## config.mk

```make
export PLATFORM = sky130hd
export DESIGN_NAME = unix_seconds_to_civil_date
export DESIGN_NICKNAME = d
export VERILOG_FILES = /design/src/rtl/ucd_pkg.sv /design/src/rtl/unix_seconds_to_civil_date.sv /design/src/rtl/ucd_day_split.sv /design/src/rtl/ucd_year.sv /design/src/rtl/ucd_month_day.sv /design/src/rtl/ucd_clock.sv
export SDC_FILE = /design/constraint.sdc
export NUM_CORES = 2
export LEC_CHECK = 0
export ABC_AREA = 1
export BUFFER_PORTS_ARGS = -buffer_cell sky130_fd_sc_hd__buf_2
export CORE_MARGIN = 3
export CORE_UTILIZATION = 58
export DETAILED_ROUTE_END_ITERATION = 16
export GPL_TIMING_DRIVEN = 0
export HOLD_SLACK_MARGIN = 0.12
export PLACE_DENSITY = 0.83
export SLEW_MARGIN = 10
export SYNTH_ARGS = -nofsm -noshare
export SYNTH_HDL_FRONTEND = slang
export SYNTH_SLANG_ARGS = --single-unit
```

## constraint.sdc

```tcl
create_clock -name i_clk -period 21.5 [get_ports i_clk]
set_input_delay 3.225 -clock i_clk [delete_from_list [all_inputs] [get_ports i_clk]]
set_output_delay 3.225 -clock i_clk [all_outputs]
set_load 0.03 [all_outputs]
```

## src/rtl/ucd_pkg.sv

```systemverilog
// ---------------------------------------------------------------------------
// ucd_pkg: shared constants and types for the seconds-to-civil-date pipeline
// Stage count, enable vector type, reciprocal constants and the month table.
// ---------------------------------------------------------------------------
`default_nettype none

package ucd_pkg;

    // Pipeline depth: 3 stages of day split, 8 of year search, 2 of month/day.
    localparam int NUM_STAGES = 13;

    typedef logic [NUM_STAGES-1:0] t_stage_en;

    // Field widths
    localparam int SECS_W  = 38;
    localparam int DAYS_W  = 22;
    localparam int SOD_W   = 17;
    localparam int YEAR_W  = 14;
    localparam int MONTH_W = 4;
    localparam int DOM_W   = 5;
    localparam int HOUR_W  = 5;
    localparam int MIN_W   = 6;
    localparam int SEC_W   = 6;
    localparam int DOY_W   = 9;

    // Seconds per day = 128 * 675. Divide (t >> 7) by 675.
    localparam int          DAY_LOW_W  = 7;
    localparam logic [9:0]  DAY_DIV    = 10'd675;
    localparam logic [21:0] DAY_RECIP  = 22'd3181457;   // floor(2^31 / 675)
    localparam int          DAY_SHIFT  = 31;

    // Day count from March 1 of year 0
    localparam logic [21:0] EPOCH_DAY_OFFSET = 22'd719468;

    // Year guess: (400 * g + 591) / 146097, with g = days + offset folded in
    localparam logic [30:0] YEAR_SCALE      = 31'd400;
    localparam logic [30:0] YEAR_NUM_OFFSET = 31'd287787791; // 400 * 719468 + 591
    localparam logic [17:0] CYCLE_DAYS      = 18'd146097;
    localparam logic [13:0] YEAR_RECIP      = 14'd14699;     // floor(2^31 / 146097)
    localparam int          YEAR_SHIFT      = 31;

    // Century count y / 100, exact for y below 43699
    localparam logic [12:0] CENT_RECIP = 13'd5243;
    localparam int          CENT_SHIFT = 19;
    localparam logic [13:0] CENT_YEARS = 14'd100;
    localparam logic [21:0] YEAR_DAYS  = 22'd365;

    // Month index (5 * doy + 2) / 153, exact for numerators below 12192
    localparam logic [10:0] MON_SCALE  = 11'd5;
    localparam logic [10:0] MON_BIAS   = 11'd2;
    localparam logic [12:0] MON_RECIP  = 13'd6854;      // ceil(2^20 / 153)
    localparam int          MON_SHIFT  = 20;
    localparam logic [3:0]  MON_WRAP   = 4'd10;         // January in a March year

    // Time of day
    localparam logic [11:0] HOUR_SECS  = 12'd3600;
    localparam logic [8:0]  HOUR_RECIP = 9'd291;        // floor(2^20 / 3600)
    localparam int          HOUR_SHIFT = 20;
    localparam logic [11:0] MIN_SECS   = 12'd60;
    localparam logic [6:0]  MIN_RECIP  = 7'd68;         // floor(2^12 / 60)
    localparam int          MIN_SHIFT  = 12;

    // Days in a March-based year before month index mi: (306 * mi + 5) / 10
    function automatic logic [DOY_W-1:0] days_before_month(input logic [3:0] mi);
        logic [DOY_W-1:0] d;
        unique case (mi)
            4'd0:    d = 9'd0;
            4'd1:    d = 9'd31;
            4'd2:    d = 9'd61;
            4'd3:    d = 9'd92;
            4'd4:    d = 9'd122;
            4'd5:    d = 9'd153;
            4'd6:    d = 9'd184;
            4'd7:    d = 9'd214;
            4'd8:    d = 9'd245;
            4'd9:    d = 9'd275;
            4'd10:   d = 9'd306;
            4'd11:   d = 9'd337;
            default: d = 9'd0;
        endcase
        return d;
    endfunction

endpackage

`default_nettype wire

```

## src/rtl/unix_seconds_to_civil_date.sv

```systemverilog
// ---------------------------------------------------------------------------
// unix_seconds_to_civil_date: Unix seconds to Gregorian date and time of day
// Thirteen-stage pipeline; one timestamp in and one date out per cycle while i_ready is high.
// ---------------------------------------------------------------------------
//
//  channel  handshake            payload
//  -------  -------------------  ---------------------------------------------
//  in       i_valid / o_ready    i_unix_seconds[37:0]
//  out      o_valid / i_ready    o_year, o_month, o_day_of_month,
//                                o_hour, o_minute, o_second
//
//  Throughput is one transfer per cycle while i_ready is high. The stages
//  are 3 day split, 8 year search and 2 month/day; the time of day runs
//  alongside in 6 stages plus a delay line.
//  Reset clears only the stage valid bits; data registers are not reset.
//  Each stage holds while its successor is full and stalled, so a stall
//  backs up stage by stage and empty stages keep filling; o_ready stays
//  high until every stage holds an item.
//
// Flow:
//   days = t / 86400 and the seconds of day, both by reciprocal multiply
//   with a one-step remainder fixup. The days move to a count from March 1
//   of year 0, the year is guessed as (400 g + 591) / 146097 and fixed up,
//   then stepped back once if it overshoots the day count. The month index comes from
//   (5 doy + 2) / 153, and January/February roll into the next civil year.
// ---------------------------------------------------------------------------
`default_nettype none

module unix_seconds_to_civil_date (
    input  wire logic                         i_clk,
    input  wire logic                         i_rst_n,
    // input channel
    input  wire logic                         i_valid,
    output logic                              o_ready,
    input  wire logic [ucd_pkg::SECS_W-1:0]   i_unix_seconds,
    // output channel
    output logic                              o_valid,
    input  wire logic                         i_ready,
    output logic      [ucd_pkg::YEAR_W-1:0]   o_year,
    output logic      [ucd_pkg::MONTH_W-1:0]  o_month,
    output logic      [ucd_pkg::DOM_W-1:0]    o_day_of_month,
    output logic      [ucd_pkg::HOUR_W-1:0]   o_hour,
    output logic      [ucd_pkg::MIN_W-1:0]    o_minute,
    output logic      [ucd_pkg::SEC_W-1:0]    o_second
);

    localparam int LAST = ucd_pkg::NUM_STAGES - 1;

    ucd_pkg::t_stage_en r_valid;   // one valid bit per stage
    ucd_pkg::t_stage_en w_en;      // stage load enables

    logic [ucd_pkg::DAYS_W-1:0] w_days;
    logic [ucd_pkg::SOD_W-1:0]  w_sod;
    logic [ucd_pkg::YEAR_W-1:0] w_myear;
    logic [ucd_pkg::DOY_W-1:0]  w_doy;

    // A stage loads when it is empty or its content moves on this cycle.
    always_comb begin
        w_en[LAST] = !r_valid[LAST] || i_ready;
        for (int k = LAST - 1; k >= 0; k--) begin
            w_en[k] = !r_valid[k] || w_en[k+1];
        end
    end

    always_ff @(posedge i_clk) begin
        if (!i_rst_n) begin
            r_valid <= '0;
        end else begin
            if (w_en[0]) begin
                r_valid[0] <= i_valid;
            end
            for (int k = 1; k <= LAST; k++) begin
                if (w_en[k]) begin
                    r_valid[k] <= r_valid[k-1];
                end
            end
        end
    end

    assign o_ready = w_en[0];
    assign o_valid = r_valid[LAST];

    // stages 0-2
    ucd_day_split u_day_split (
        .i_clk  (i_clk),
        .i_en   (w_en),
        .i_secs (i_unix_seconds),
        .o_days (w_days),
        .o_sod  (w_sod)
    );

    // stages 3-10
    ucd_year u_year (
        .i_clk  (i_clk),
        .i_en   (w_en),
        .i_days (w_days),
        .o_year (w_myear),
        .o_doy  (w_doy)
    );

    // stages 11-12
    ucd_month_day u_month_day (
        .i_clk          (i_clk),
        .i_en           (w_en),
        .i_year         (w_myear),
        .i_doy          (w_doy),
        .o_year         (o_year),
        .o_month        (o_month),
        .o_day_of_month (o_day_of_month)
    );

    // stages 3-12, time of day
    ucd_clock u_clock (
        .i_clk    (i_clk),
        .i_en     (w_en),
        .i_sod    (w_sod),
        .o_hour   (o_hour),
        .o_minute (o_minute),
        .o_second (o_second)
    );

    // ------------------------------------------------------------------
    // Assertions
    // ------------------------------------------------------------------

    // Month index and day fit must give a month of 1 to 12 and a nonzero day.
    a_date_range: assert property (@(posedge i_clk) disable iff (!i_rst_n)
        o_valid |-> (o_month >= 4'd1) && (o_month <= 4'd12)
                    && (o_day_of_month != 5'd0))
        else $error("date fields out of range");

    // Remainder fixups must leave a proper time of day.
    a_time_range: assert property (@(posedge i_clk) disable iff (!i_rst_n)
        o_valid |-> (o_hour <= 5'd23) && (o_minute <= 6'd59) && (o_second <= 6'd59))
        else $error("time fields out of range");

    // With the sink ready the whole pipeline advances, so input is taken.
    a_flow: assert property (@(posedge i_clk) disable iff (!i_rst_n)
        i_ready |-> o_ready)
        else $error("pipeline stalled while sink ready");

endmodule

`default_nettype wire

```

## src/rtl/ucd_day_split.sv

```systemverilog
// ---------------------------------------------------------------------------
// ucd_day_split: seconds to whole days and seconds of day
// Three stages: reciprocal multiply, back-multiply remainder, one-step fixup.
// ---------------------------------------------------------------------------
`default_nettype none

module ucd_day_split (
    input  wire logic                        i_clk,
    input  wire ucd_pkg::t_stage_en          i_en,
    input  wire logic [ucd_pkg::SECS_W-1:0]  i_secs,
    output logic      [ucd_pkg::DAYS_W-1:0]  o_days,
    output logic      [ucd_pkg::SOD_W-1:0]   o_sod
);

    localparam int A_W    = ucd_pkg::SECS_W - ucd_pkg::DAY_LOW_W;   // 31
    localparam int PROD_W = A_W + ucd_pkg::DAYS_W;                  // 53
    localparam int REM_W  = 11;

    // stage 0
    logic [PROD_W-1:0]             r0_prod;
    logic [A_W-1:0]                r0_a;
    logic [ucd_pkg::DAY_LOW_W-1:0] r0_lo;
    // stage 1
    logic [ucd_pkg::DAYS_W-1:0]    r1_q;
    logic [REM_W-1:0]              r1_rem;
    logic [ucd_pkg::DAY_LOW_W-1:0] r1_lo;
    // stage 2
    logic [ucd_pkg::DAYS_W-1:0]    r2_days;
    logic [ucd_pkg::SOD_W-1:0]     r2_sod;

    logic [ucd_pkg::DAYS_W-1:0]    w_q0;
    logic [A_W-1:0]                w_back;
    logic [A_W-1:0]                w_rem;
    logic [REM_W-1:0]              w_rem_fix;

    always_ff @(posedge i_clk) begin
        if (i_en[0]) begin
            r0_a    <= i_secs[ucd_pkg::SECS_W-1:ucd_pkg::DAY_LOW_W];
            r0_lo   <= i_secs[ucd_pkg::DAY_LOW_W-1:0];
            r0_prod <= PROD_W'(i_secs[ucd_pkg::SECS_W-1:ucd_pkg::DAY_LOW_W])
                       * PROD_W'(ucd_pkg::DAY_RECIP);
        end
    end

    assign w_q0   = r0_prod[PROD_W-1:ucd_pkg::DAY_SHIFT];
    assign w_back = A_W'(A_W'(w_q0) * A_W'(ucd_pkg::DAY_DIV));
    assign w_rem  = r0_a - w_back;

    always_ff @(posedge i_clk) begin
        if (i_en[1]) begin
            r1_q   <= w_q0;
            r1_rem <= w_rem[REM_W-1:0];
            r1_lo  <= r0_lo;
        end
    end

    // estimate is low by at most one
    assign w_rem_fix = r1_rem - REM_W'(ucd_pkg::DAY_DIV);

    always_ff @(posedge i_clk) begin
        if (i_en[2]) begin
            if (r1_rem >= REM_W'(ucd_pkg::DAY_DIV)) begin
                r2_days <= r1_q + 1'b1;
                r2_sod  <= {w_rem_fix[9:0], r1_lo};
            end else begin
                r2_days <= r1_q;
                r2_sod  <= {r1_rem[9:0], r1_lo};
            end
        end
    end

    assign o_days = r2_days;
    assign o_sod  = r2_sod;

endmodule

`default_nettype wire

```

## src/rtl/ucd_year.sv

```systemverilog
// ---------------------------------------------------------------------------
// ucd_year: day count to March-based year and day of year
// Eight stages: year guess by reciprocal, fixup, days before year, compare
// and step back one year on overshoot.
// ---------------------------------------------------------------------------
`default_nettype none

module ucd_year (
    input  wire logic                        i_clk,
    input  wire ucd_pkg::t_stage_en          i_en,
    input  wire logic [ucd_pkg::DAYS_W-1:0]  i_days,
    output logic      [ucd_pkg::YEAR_W-1:0]  o_year,
    output logic      [ucd_pkg::DOY_W-1:0]   o_doy
);

    localparam int G_W    = ucd_pkg::DAYS_W;      // 22
    localparam int Y_W    = ucd_pkg::YEAR_W;      // 14
    localparam int NUM_W  = 31;
    localparam int PROD_W = NUM_W + Y_W;          // 45
    localparam int YREM_W = 19;
    localparam int CP_W   = 27;
    localparam int C_W    = 7;

    // stage 3
    logic [G_W-1:0]    r3_g;
    logic [NUM_W-1:0]  r3_num;
    // stage 4
    logic [G_W-1:0]    r4_g;
    logic [NUM_W-1:0]  r4_num;
    logic [PROD_W-1:0] r4_prod;
    // stage 5
    logic [G_W-1:0]    r5_g;
    logic [Y_W-1:0]    r5_y0;
    logic [YREM_W-1:0] r5_rem;
    // stage 6
    logic [G_W-1:0]    r6_g;
    logic [Y_W-1:0]    r6_y;
    // stage 7
    logic [G_W-1:0]    r7_g;
    logic [Y_W-1:0]    r7_y;
    logic [G_W-1:0]    r7_y365;
    logic [C_W-1:0]    r7_c;
    // stage 8
    logic [G_W-1:0]    r8_g;
    logic [Y_W-1:0]    r8_y;
    logic [G_W-1:0]    r8_dby;
    logic              r8_leap;
    // stage 9
    logic [G_W:0]      r9_diff;
    logic [Y_W-1:0]    r9_y;
    logic              r9_leap;
    // stage 10
    logic [Y_W-1:0]    r10_y;
    logic [ucd_pkg::DOY_W-1:0] r10_doy;

    logic [Y_W-1:0]    w_y0;
    logic [NUM_W-1:0]  w_back;
    logic [NUM_W-1:0]  w_rem;
    logic [CP_W-1:0]   w_cprod;

    always_ff @(posedge i_clk) begin
        if (i_en[3]) begin
            r3_g   <= i_days + ucd_pkg::EPOCH_DAY_OFFSET;
            r3_num <= NUM_W'(NUM_W'(i_days) * ucd_pkg::YEAR_SCALE)
                      + ucd_pkg::YEAR_NUM_OFFSET;
        end
    end

    always_ff @(posedge i_clk) begin
        if (i_en[4]) begin
            r4_g    <= r3_g;
            r4_num  <= r3_num;
            r4_prod <= PROD_W'(r3_num) * PROD_W'(ucd_pkg::YEAR_RECIP);
        end
    end

    assign w_y0   = r4_prod[PROD_W-1:ucd_pkg::YEAR_SHIFT];
    assign w_back = NUM_W'(NUM_W'(w_y0) * NUM_W'(ucd_pkg::CYCLE_DAYS));
    assign w_rem  = r4_num - w_back;

    always_ff @(posedge i_clk) begin
        if (i_en[5]) begin
            r5_g   <= r4_g;
            r5_y0  <= w_y0;
            r5_rem <= w_rem[YREM_W-1:0];
        end
    end

    always_ff @(posedge i_clk) begin
        if (i_en[6]) begin
            r6_g <= r5_g;
            if (r5_rem >= YREM_W'(ucd_pkg::CYCLE_DAYS)) begin
                r6_y <= r5_y0 + 1'b1;
            end else begin
                r6_y <= r5_y0;
            end
        end
    end

    // y / 100 by exact reciprocal; 365 * y + y / 4 alongside
    assign w_cprod = CP_W'(r6_y) * CP_W'(ucd_pkg::CENT_RECIP);

    always_ff @(posedge i_clk) begin
        if (i_en[7]) begin
            r7_g    <= r6_g;
            r7_y    <= r6_y;
            r7_c    <= w_cprod[ucd_pkg::CENT_SHIFT+C_W-1:ucd_pkg::CENT_SHIFT];
            r7_y365 <= G_W'(G_W'(r6_y) * ucd_pkg::YEAR_DAYS) + G_W'(r6_y[Y_W-1:2]);
        end
    end

    always_ff @(posedge i_clk) begin
        if (i_en[8]) begin
            r8_g    <= r7_g;
            r8_y    <= r7_y;
            r8_dby  <= r7_y365 - G_W'(r7_c) + G_W'(r7_c[C_W-1:2]);
            // dby(y) - dby(y-1) - 365: Gregorian leap rule applied to y
            r8_leap <= (r7_y[1:0] == 2'b00)
                       && ((r7_y != Y_W'(Y_W'(r7_c) * ucd_pkg::CENT_YEARS))
                           || (r7_c[1:0] == 2'b00));
        end
    end

    always_ff @(posedge i_clk) begin
        if (i_en[9]) begin
            r9_diff <= {1'b0, r8_g} - {1'b0, r8_dby};
            r9_y    <= r8_y;
            r9_leap <= r8_leap;
        end
    end

    // guess overshoots by at most one year
    always_ff @(posedge i_clk) begin
        if (i_en[10]) begin
            if (r9_diff[G_W]) begin
                r10_y   <= r9_y - 1'b1;
                r10_doy <= r9_diff[ucd_pkg::DOY_W-1:0]
                           + ucd_pkg::DOY_W'(ucd_pkg::YEAR_DAYS)
                           + ucd_pkg::DOY_W'(r9_leap);
            end else begin
                r10_y   <= r9_y;
                r10_doy <= r9_diff[ucd_pkg::DOY_W-1:0];
            end
        end
    end

    assign o_year = r10_y;
    assign o_doy  = r10_doy;

endmodule

`default_nettype wire

```

## src/rtl/ucd_month_day.sv

```systemverilog
// ---------------------------------------------------------------------------
// ucd_month_day: March-based day of year to civil year, month and day
// Two stages: month index by reciprocal, then table lookup and renumbering.
// ---------------------------------------------------------------------------
`default_nettype none

module ucd_month_day (
    input  wire logic                         i_clk,
    input  wire ucd_pkg::t_stage_en           i_en,
    input  wire logic [ucd_pkg::YEAR_W-1:0]   i_year,
    input  wire logic [ucd_pkg::DOY_W-1:0]    i_doy,
    output logic      [ucd_pkg::YEAR_W-1:0]   o_year,
    output logic      [ucd_pkg::MONTH_W-1:0]  o_month,
    output logic      [ucd_pkg::DOM_W-1:0]    o_day_of_month
);

    localparam int X_W    = 11;
    localparam int PROD_W = 24;

    logic [PROD_W-1:0]              r11_prod;
    logic [ucd_pkg::DOY_W-1:0]      r11_doy;
    logic [ucd_pkg::YEAR_W-1:0]     r11_year;

    logic [ucd_pkg::YEAR_W-1:0]     r12_year;
    logic [ucd_pkg::MONTH_W-1:0]    r12_month;
    logic [ucd_pkg::DOM_W-1:0]      r12_dom;

    logic [X_W-1:0]                 w_x;
    logic [ucd_pkg::MONTH_W-1:0]    w_mi;
    logic [ucd_pkg::DOY_W-1:0]      w_dom;
    logic                           w_wrap;

    assign w_x = X_W'(X_W'(i_doy) * ucd_pkg::MON_SCALE) + ucd_pkg::MON_BIAS;

    always_ff @(posedge i_clk) begin
        if (i_en[11]) begin
            r11_prod <= PROD_W'(w_x) * PROD_W'(ucd_pkg::MON_RECIP);
            r11_doy  <= i_doy;
            r11_year <= i_year;
        end
    end

    assign w_mi   = r11_prod[ucd_pkg::MON_SHIFT+ucd_pkg::MONTH_W-1:ucd_pkg::MON_SHIFT];
    assign w_wrap = (w_mi >= ucd_pkg::MON_WRAP);
    assign w_dom  = r11_doy - ucd_pkg::days_before_month(w_mi) + 1'b1;

    // January and February belong to the next civil year
    always_ff @(posedge i_clk) begin
        if (i_en[12]) begin
            r12_year  <= r11_year + ucd_pkg::YEAR_W'(w_wrap);
            r12_month <= w_wrap ? (w_mi - 4'd9) : (w_mi + 4'd3);
            r12_dom   <= w_dom[ucd_pkg::DOM_W-1:0];
        end
    end

    assign o_year         = r12_year;
    assign o_month        = r12_month;
    assign o_day_of_month = r12_dom;

endmodule

`default_nettype wire

```

## src/rtl/ucd_clock.sv

```systemverilog
// ---------------------------------------------------------------------------
// ucd_clock: seconds of day to hour, minute and second
// Two reciprocal divisions of three stages each, then a delay line that
// keeps the time of day in step with the date lane.
// ---------------------------------------------------------------------------
`default_nettype none

module ucd_clock (
    input  wire logic                        i_clk,
    input  wire ucd_pkg::t_stage_en          i_en,
    input  wire logic [ucd_pkg::SOD_W-1:0]   i_sod,
    output logic      [ucd_pkg::HOUR_W-1:0]  o_hour,
    output logic      [ucd_pkg::MIN_W-1:0]   o_minute,
    output logic      [ucd_pkg::SEC_W-1:0]   o_second
);

    localparam int HP_W  = 26;
    localparam int HR_W  = 13;
    localparam int MR_W  = 12;
    localparam int MP_W  = 18;
    localparam int SR_W  = 7;
    localparam int DLY_N = 4;     // stages 9 to 12

    logic [HP_W-1:0]             r3_prod;
    logic [ucd_pkg::SOD_W-1:0]   r3_sod;
    logic [ucd_pkg::HOUR_W-1:0]  r4_h0;
    logic [HR_W-1:0]             r4_rem;
    logic [ucd_pkg::HOUR_W-1:0]  r5_hour;
    logic [MR_W-1:0]             r5_rem;
    logic [ucd_pkg::HOUR_W-1:0]  r6_hour;
    logic [MR_W-1:0]             r6_rem;
    logic [MP_W-1:0]             r6_prod;
    logic [ucd_pkg::HOUR_W-1:0]  r7_hour;
    logic [ucd_pkg::MIN_W-1:0]   r7_m0;
    logic [SR_W-1:0]             r7_rem;
    logic [ucd_pkg::HOUR_W-1:0]  r8_hour;
    logic [ucd_pkg::MIN_W-1:0]   r8_minute;
    logic [ucd_pkg::SEC_W-1:0]   r8_second;

    logic [ucd_pkg::HOUR_W-1:0]  r_hour_dly   [DLY_N];
    logic [ucd_pkg::MIN_W-1:0]   r_minute_dly [DLY_N];
    logic [ucd_pkg::SEC_W-1:0]   r_second_dly [DLY_N];

    logic [ucd_pkg::HOUR_W-1:0]  w_h0;
    logic [ucd_pkg::SOD_W-1:0]   w_hback;
    logic [ucd_pkg::SOD_W-1:0]   w_hrem;
    logic [ucd_pkg::MIN_W-1:0]   w_m0;
    logic [MR_W-1:0]             w_mback;
    logic [MR_W-1:0]             w_mrem;
    logic [SR_W-1:0]             w_sfix;

    always_ff @(posedge i_clk) begin
        if (i_en[3]) begin
            r3_prod <= HP_W'(i_sod) * HP_W'(ucd_pkg::HOUR_RECIP);
            r3_sod  <= i_sod;
        end
    end

    assign w_h0    = r3_prod[ucd_pkg::HOUR_SHIFT+ucd_pkg::HOUR_W-1:ucd_pkg::HOUR_SHIFT];
    assign w_hback = ucd_pkg::SOD_W'(ucd_pkg::SOD_W'(w_h0) * ucd_pkg::SOD_W'(ucd_pkg::HOUR_SECS));
    assign w_hrem  = r3_sod - w_hback;

    always_ff @(posedge i_clk) begin
        if (i_en[4]) begin
            r4_h0  <= w_h0;
            r4_rem <= w_hrem[HR_W-1:0];
        end
    end

    always_ff @(posedge i_clk) begin
        if (i_en[5]) begin
            if (r4_rem >= HR_W'(ucd_pkg::HOUR_SECS)) begin
                r5_hour <= r4_h0 + 1'b1;
                r5_rem  <= MR_W'(r4_rem - HR_W'(ucd_pkg::HOUR_SECS));
            end else begin
                r5_hour <= r4_h0;
                r5_rem  <= r4_rem[MR_W-1:0];
            end
        end
    end

    always_ff @(posedge i_clk) begin
        if (i_en[6]) begin
            r6_prod <= MP_W'(r5_rem) * MP_W'(ucd_pkg::MIN_RECIP);
            r6_rem  <= r5_rem;
            r6_hour <= r5_hour;
        end
    end

    assign w_m0    = r6_prod[ucd_pkg::MIN_SHIFT+ucd_pkg::MIN_W-1:ucd_pkg::MIN_SHIFT];
    assign w_mback = MR_W'(MR_W'(w_m0) * ucd_pkg::MIN_SECS);
    assign w_mrem  = r6_rem - w_mback;

    always_ff @(posedge i_clk) begin
        if (i_en[7]) begin
            r7_m0   <= w_m0;
            r7_rem  <= w_mrem[SR_W-1:0];
            r7_hour <= r6_hour;
        end
    end

    assign w_sfix = r7_rem - SR_W'(ucd_pkg::MIN_SECS);

    always_ff @(posedge i_clk) begin
        if (i_en[8]) begin
            r8_hour <= r7_hour;
            if (r7_rem >= SR_W'(ucd_pkg::MIN_SECS)) begin
                r8_minute <= r7_m0 + 1'b1;
                r8_second <= w_sfix[ucd_pkg::SEC_W-1:0];
            end else begin
                r8_minute <= r7_m0;
                r8_second <= r7_rem[ucd_pkg::SEC_W-1:0];
            end
        end
    end

    // align with the date lane
    always_ff @(posedge i_clk) begin
        if (i_en[9]) begin
            r_hour_dly[0]   <= r8_hour;
            r_minute_dly[0] <= r8_minute;
            r_second_dly[0] <= r8_second;
        end
        for (int k = 1; k < DLY_N; k++) begin
            if (i_en[9+k]) begin
                r_hour_dly[k]   <= r_hour_dly[k-1];
                r_minute_dly[k] <= r_minute_dly[k-1];
                r_second_dly[k] <= r_second_dly[k-1];
            end
        end
    end

    assign o_hour   = r_hour_dly[DLY_N-1];
    assign o_minute = r_minute_dly[DLY_N-1];
    assign o_second = r_second_dly[DLY_N-1];

endmodule

`default_nettype wire
```

==> impl_metrics.xml <==
<?xml version="1.0" encoding="UTF-8"?>
<metrics>
  <group name="status">
    <metric name="status" unit="">finished, final reports clean</metric>
  </group>
  <group name="timing">
    <metric name="timing.slew.headroom" unit="%">28.54</metric>
    <metric name="timing_hold_violations_final" unit="">0</metric>
    <metric name="timing_max_transition_violations_final" unit="">0</metric>
    <metric name="fin_tns_setup" unit="ns">0</metric>
    <metric name="rsz0062_at_grt" unit="">no</metric>
    <metric name="clock.fmax" unit="GHz">0.08287</metric>
    <metric name="finalWorstPathRequiredPeriod" unit="ns">12.07</metric>
    <metric name="worst_pin_slew" unit="ns">1.068</metric>
    <metric name="post-route-period-util" unit="%">56.13</metric>
    <metric name="finalSetupViolCount" unit="">0</metric>
    <metric name="finClkSkew" unit="ns">0.02090</metric>
  </group>
  <group name="detailed_routing">
    <metric name="remaining_drc_errors" unit="">0</metric>
    <metric name="detailroute.via_count" unit="">42812</metric>
    <metric name="drt-vias-per-instance" unit="">5.455</metric>
    <metric name="route.antenna.remaining_nets" unit="">0</metric>
    <metric name="total_iterations_of_the_first_detailed_routing_run" unit="">8</metric>
    <metric name="detailedRoute.firstIterationViolations" unit="">2496</metric>
    <metric name="drt_wirelength" unit="mm">137.7</metric>
    <metric name="drt-wirelength-per-cell" unit="um">17.54</metric>
  </group>
  <group name="clock_network">
    <metric name="htree_num_levels" unit="">3</metric>
    <metric name="cts_hold_buf" unit="">0</metric>
    <metric name="post_cts_buffers" unit="">0</metric>
    <metric name="cts_root_buffer" unit="">sky130_fd_sc_hd__clkbuf_16</metric>
    <metric name="cts.path.max_buffers" unit="">3</metric>
    <metric name="cts_num_sinks" unit="">716</metric>
    <metric name="tritoncts.num_buffers" unit="">76</metric>
    <metric name="clk_latency" unit="ns">0.63</metric>
    <metric name="cts_repair_resize_count" unit="">0</metric>
    <metric name="clkSlewWorstSetupHoldPaths" unit="ns">0.07</metric>
    <metric name="cts_tree" unit="">yes</metric>
  </group>
  <group name="place">
    <metric name="detailedPlacementHpwl" unit="mm">112.2</metric>
    <metric name="total_of_buffers_placed_on_input_and_output_ports" unit="">83</metric>
    <metric name="place_congestion" unit="">0.9604</metric>
  </group>
  <group name="layout">
    <metric name="layout_commonest_cell" unit="">sky130_fd_sc_hd__inv_1</metric>
    <metric name="most-common-layout-cells" unit="">1396 x sky130_fd_sc_hd__inv_1, 1130 x sky130_fd_sc_hd__ha_1, 712 x sky130_fd_sc_hd__nand2_1</metric>
    <metric name="layout_cells_sized_above_1" unit="%">4.294</metric>
    <metric name="num-nets-final" unit="">8087</metric>
    <metric name="area_growth_syn_to_layout" unit="%">7.739</metric>
  </group>
  <group name="grt">
    <metric name="grt_overflow" unit="">0</metric>
    <metric name="grt_first_pass_wirelength" unit="mm">227.7</metric>
    <metric name="global_route.usage.total" unit="%">24.38</metric>
    <metric name="number_of_antenna_violations_at_the_first_check_in_global_routing" unit="">2</metric>
    <metric name="grt_pass1_vias" unit="">45725</metric>
    <metric name="grt_start_max_net_pins" unit="">73</metric>
  </group>
  <group name="setup_path">
    <metric name="endpoint_kind" unit="">output pin</metric>
    <metric name="cp.required" unit="ns">18.27</metric>
    <metric name="worstPathMaxFanout" unit="">61</metric>
    <metric name="crit_type" unit="">in -&gt; out</metric>
    <metric name="cp-start-kind" unit="">input pin</metric>
    <metric name="critical_path_arrival" unit="ns">8.84</metric>
  </group>
  <group name="die">
    <metric name="initial_core_util" unit="%">58.67</metric>
    <metric name="boundaryPins" unit="">84</metric>
    <metric name="die_height" unit="um">341.0</metric>
    <metric name="std_cell_rows" unit="">122</metric>
    <metric name="horizontal_die_dimension" unit="um">341.0</metric>
    <metric name="die_area" unit="um2">116300</metric>
    <metric name="core_region_area" unit="um2">111000</metric>
  </group>
  <group name="logic_synthesis">
    <metric name="mappedNetlistNets" unit="">7918</metric>
    <metric name="synth.yosys.warnings" unit="">0</metric>
    <metric name="postSynthRegisterBits" unit="">716</metric>
    <metric name="synth.cell_area" unit="um2">65100</metric>
    <metric name="proportion_of_synthesized_chip_area_in_sequential_cells" unit="%">32.75</metric>
    <metric name="ffs_w_async_s_r_synth" unit="%">0</metric>
    <metric name="netlist_instances" unit="">6130</metric>
    <metric name="post_synth.cell_area_avg" unit="um2">10.62</metric>
    <metric name="synth.lib_cells_used.distinct" unit="">60</metric>
    <metric name="count_of_flip_flops_with_a_built_in_enable_after_synthesis" unit="">698</metric>
    <metric name="dominantRegCellSynth" unit="">sky130_fd_sc_hd__edfxtp_1</metric>
  </group>
  <group name="worst_hold_path">
    <metric name="hold_path.class" unit="">reg -&gt; reg</metric>
  </group>
  <group name="job">
    <metric name="cap_violations" unit="">0</metric>
  </group>
</metrics>
[cell families after synthesis]
kind of cell / share of synthesized area (%)
fa+ha+maj: 40.66
mux: 0.06918
xor+xnor: 4.601
buf+inv: 8.129
compound gates: 5.014
flops: 32.75
simple gates: 8.779
[flip-flops by register name, indices dropped and copies added, names as in the netlist, 17 cells and up, named ones only]
register	flops
u_clock.r_second_dly	24
u_day_split.o_sod	17
u_day_split.r0_prod	22
u_year.r7_g	22
u_day_split.o_days	22
u_year.r8_dby	22
u_year.r5_g	22
u_clock.r_minute_dly	24
u_year.r7_y365	22
u_clock.r_hour_dly	20
u_year.r3_num	25
u_year.r3_g	22
u_day_split.r1_q	22
u_year.r4_g	21
u_year.r5_rem	19
u_year.r6_g	22
u_year.r8_g	22
[path summary, 6_finish.rpt]
kind / start / end / slack [ns] / depth (start not counted)
setup / recovery: i_ready / o_ready / 9.43 / 15
hold / removal: u_day_split.r1_lo[6] / u_day_split.o_sod[6] / 0.40 / 0
setup reg to reg: u_year.o_doy[3] / register / 14.26 / 29
hold reg to reg: u_day_split.r1_lo[6] / u_day_split.o_sod[6] / 0.40 / 0
[final cells by class]
cell class,count,area (um2)
clock buffer,95,2064
antenna,2,5.005
multi-input combinational,4006,38510
tap,1488,1862
timing repair buffer,91,598.1
buffer,6,30.03
clock inverter,42,484.2
fill,8223,40830
sequential,716,21320
inverter,1402,5268
[cells in the mapped netlist (4+ instances only)]
cell type	number	area [um2]
sky130_fd_sc_hd__xnor2_1	109	954.7
sky130_fd_sc_hd__fa_1	616	12330
sky130_fd_sc_hd__dfxtp_1	18	360.4
sky130_fd_sc_hd__a21boi_0	9	67.56
sky130_fd_sc_hd__o211ai_1	15	112.6
sky130_fd_sc_hd__edfxtp_1	698	20960
sky130_fd_sc_hd__o31ai_1	4	30.03
sky130_fd_sc_hd__nand2_1	714	2680
sky130_fd_sc_hd__ha_1	1130	14140
sky130_fd_sc_hd__inv_1	1401	5259
sky130_fd_sc_hd__o21a_1	17	127.6
sky130_fd_sc_hd__nand4_1	67	419.2
sky130_fd_sc_hd__nor2_4	4	45.04
sky130_fd_sc_hd__or2_2	8	50.05
sky130_fd_sc_hd__nand2_2	13	81.33
sky130_fd_sc_hd__a21oi_1	287	1436
sky130_fd_sc_hd__nand3b_1	5	37.54
sky130_fd_sc_hd__a31oi_1	25	156.4
sky130_fd_sc_hd__o221ai_1	5	43.79
sky130_fd_sc_hd__a211oi_1	7	52.55
sky130_fd_sc_hd__o21bai_1	20	150.1
sky130_fd_sc_hd__and3_1	5	31.28
sky130_fd_sc_hd__nand3_1	142	710.7
sky130_fd_sc_hd__nor2_1	285	1070
sky130_fd_sc_hd__a21o_1	26	195.2
sky130_fd_sc_hd__mux2_2	4	45.04
sky130_fd_sc_hd__nor4_1	21	131.4
sky130_fd_sc_hd__nor2_2	6	37.54
sky130_fd_sc_hd__o21ai_0	149	745.7
sky130_fd_sc_hd__nor3_1	46	230.2
sky130_fd_sc_hd__xor2_1	228	1997
sky130_fd_sc_hd__nand3_2	6	60.06
[stage by stage]
step                      instances  instance area [um2]  worst slack [ns]  utilization (%)  hold WS [ns]
after detailed placement       7709                67580             8.926            60.90        0.4045
after global placement         7701                67380             6.826            60.72        0.4006
final                          7848                70140             9.433            63.21        0.3994
after CTS                      7846                70130             8.884            63.20        0.4084
after global routing           7847                70140             8.904            63.20        0.4129
after floorplan                6130                65100             9.537                -        0.4003
[layer usage]
metal,track usage (%),share of wire [%],vias up
li1,-,-,20354
met1,28.81,39,20866
met2,44.68,52,1242
met3,2.466,4.2,350
met4,11.15,4.8,0
met5,0,0,-
[critical path, cell delays in order]
cell                      delay, ns
sky130_fd_sc_hd__buf_2         0.09
sky130_fd_sc_hd__inv_1         0.05
sky130_fd_sc_hd__nand2_2       0.56
sky130_fd_sc_hd__nor2_4        0.57
sky130_fd_sc_hd__nand4_4       0.66
sky130_fd_sc_hd__nor2_4        0.40
sky130_fd_sc_hd__nand2_4       0.46
sky130_fd_sc_hd__nor2_4        0.35
sky130_fd_sc_hd__nand2_4       0.18
sky130_fd_sc_hd__buf_16        0.27
sky130_fd_sc_hd__nor2_2        0.21
sky130_fd_sc_hd__nand2_2       0.62
sky130_fd_sc_hd__nor2_2        0.51
sky130_fd_sc_hd__nand2_2       0.30
sky130_fd_sc_hd__buf_2         0.29
Power is not shown: default switching activity piles up to over one toggle a cycle in this logic, so the estimate is an artifact.
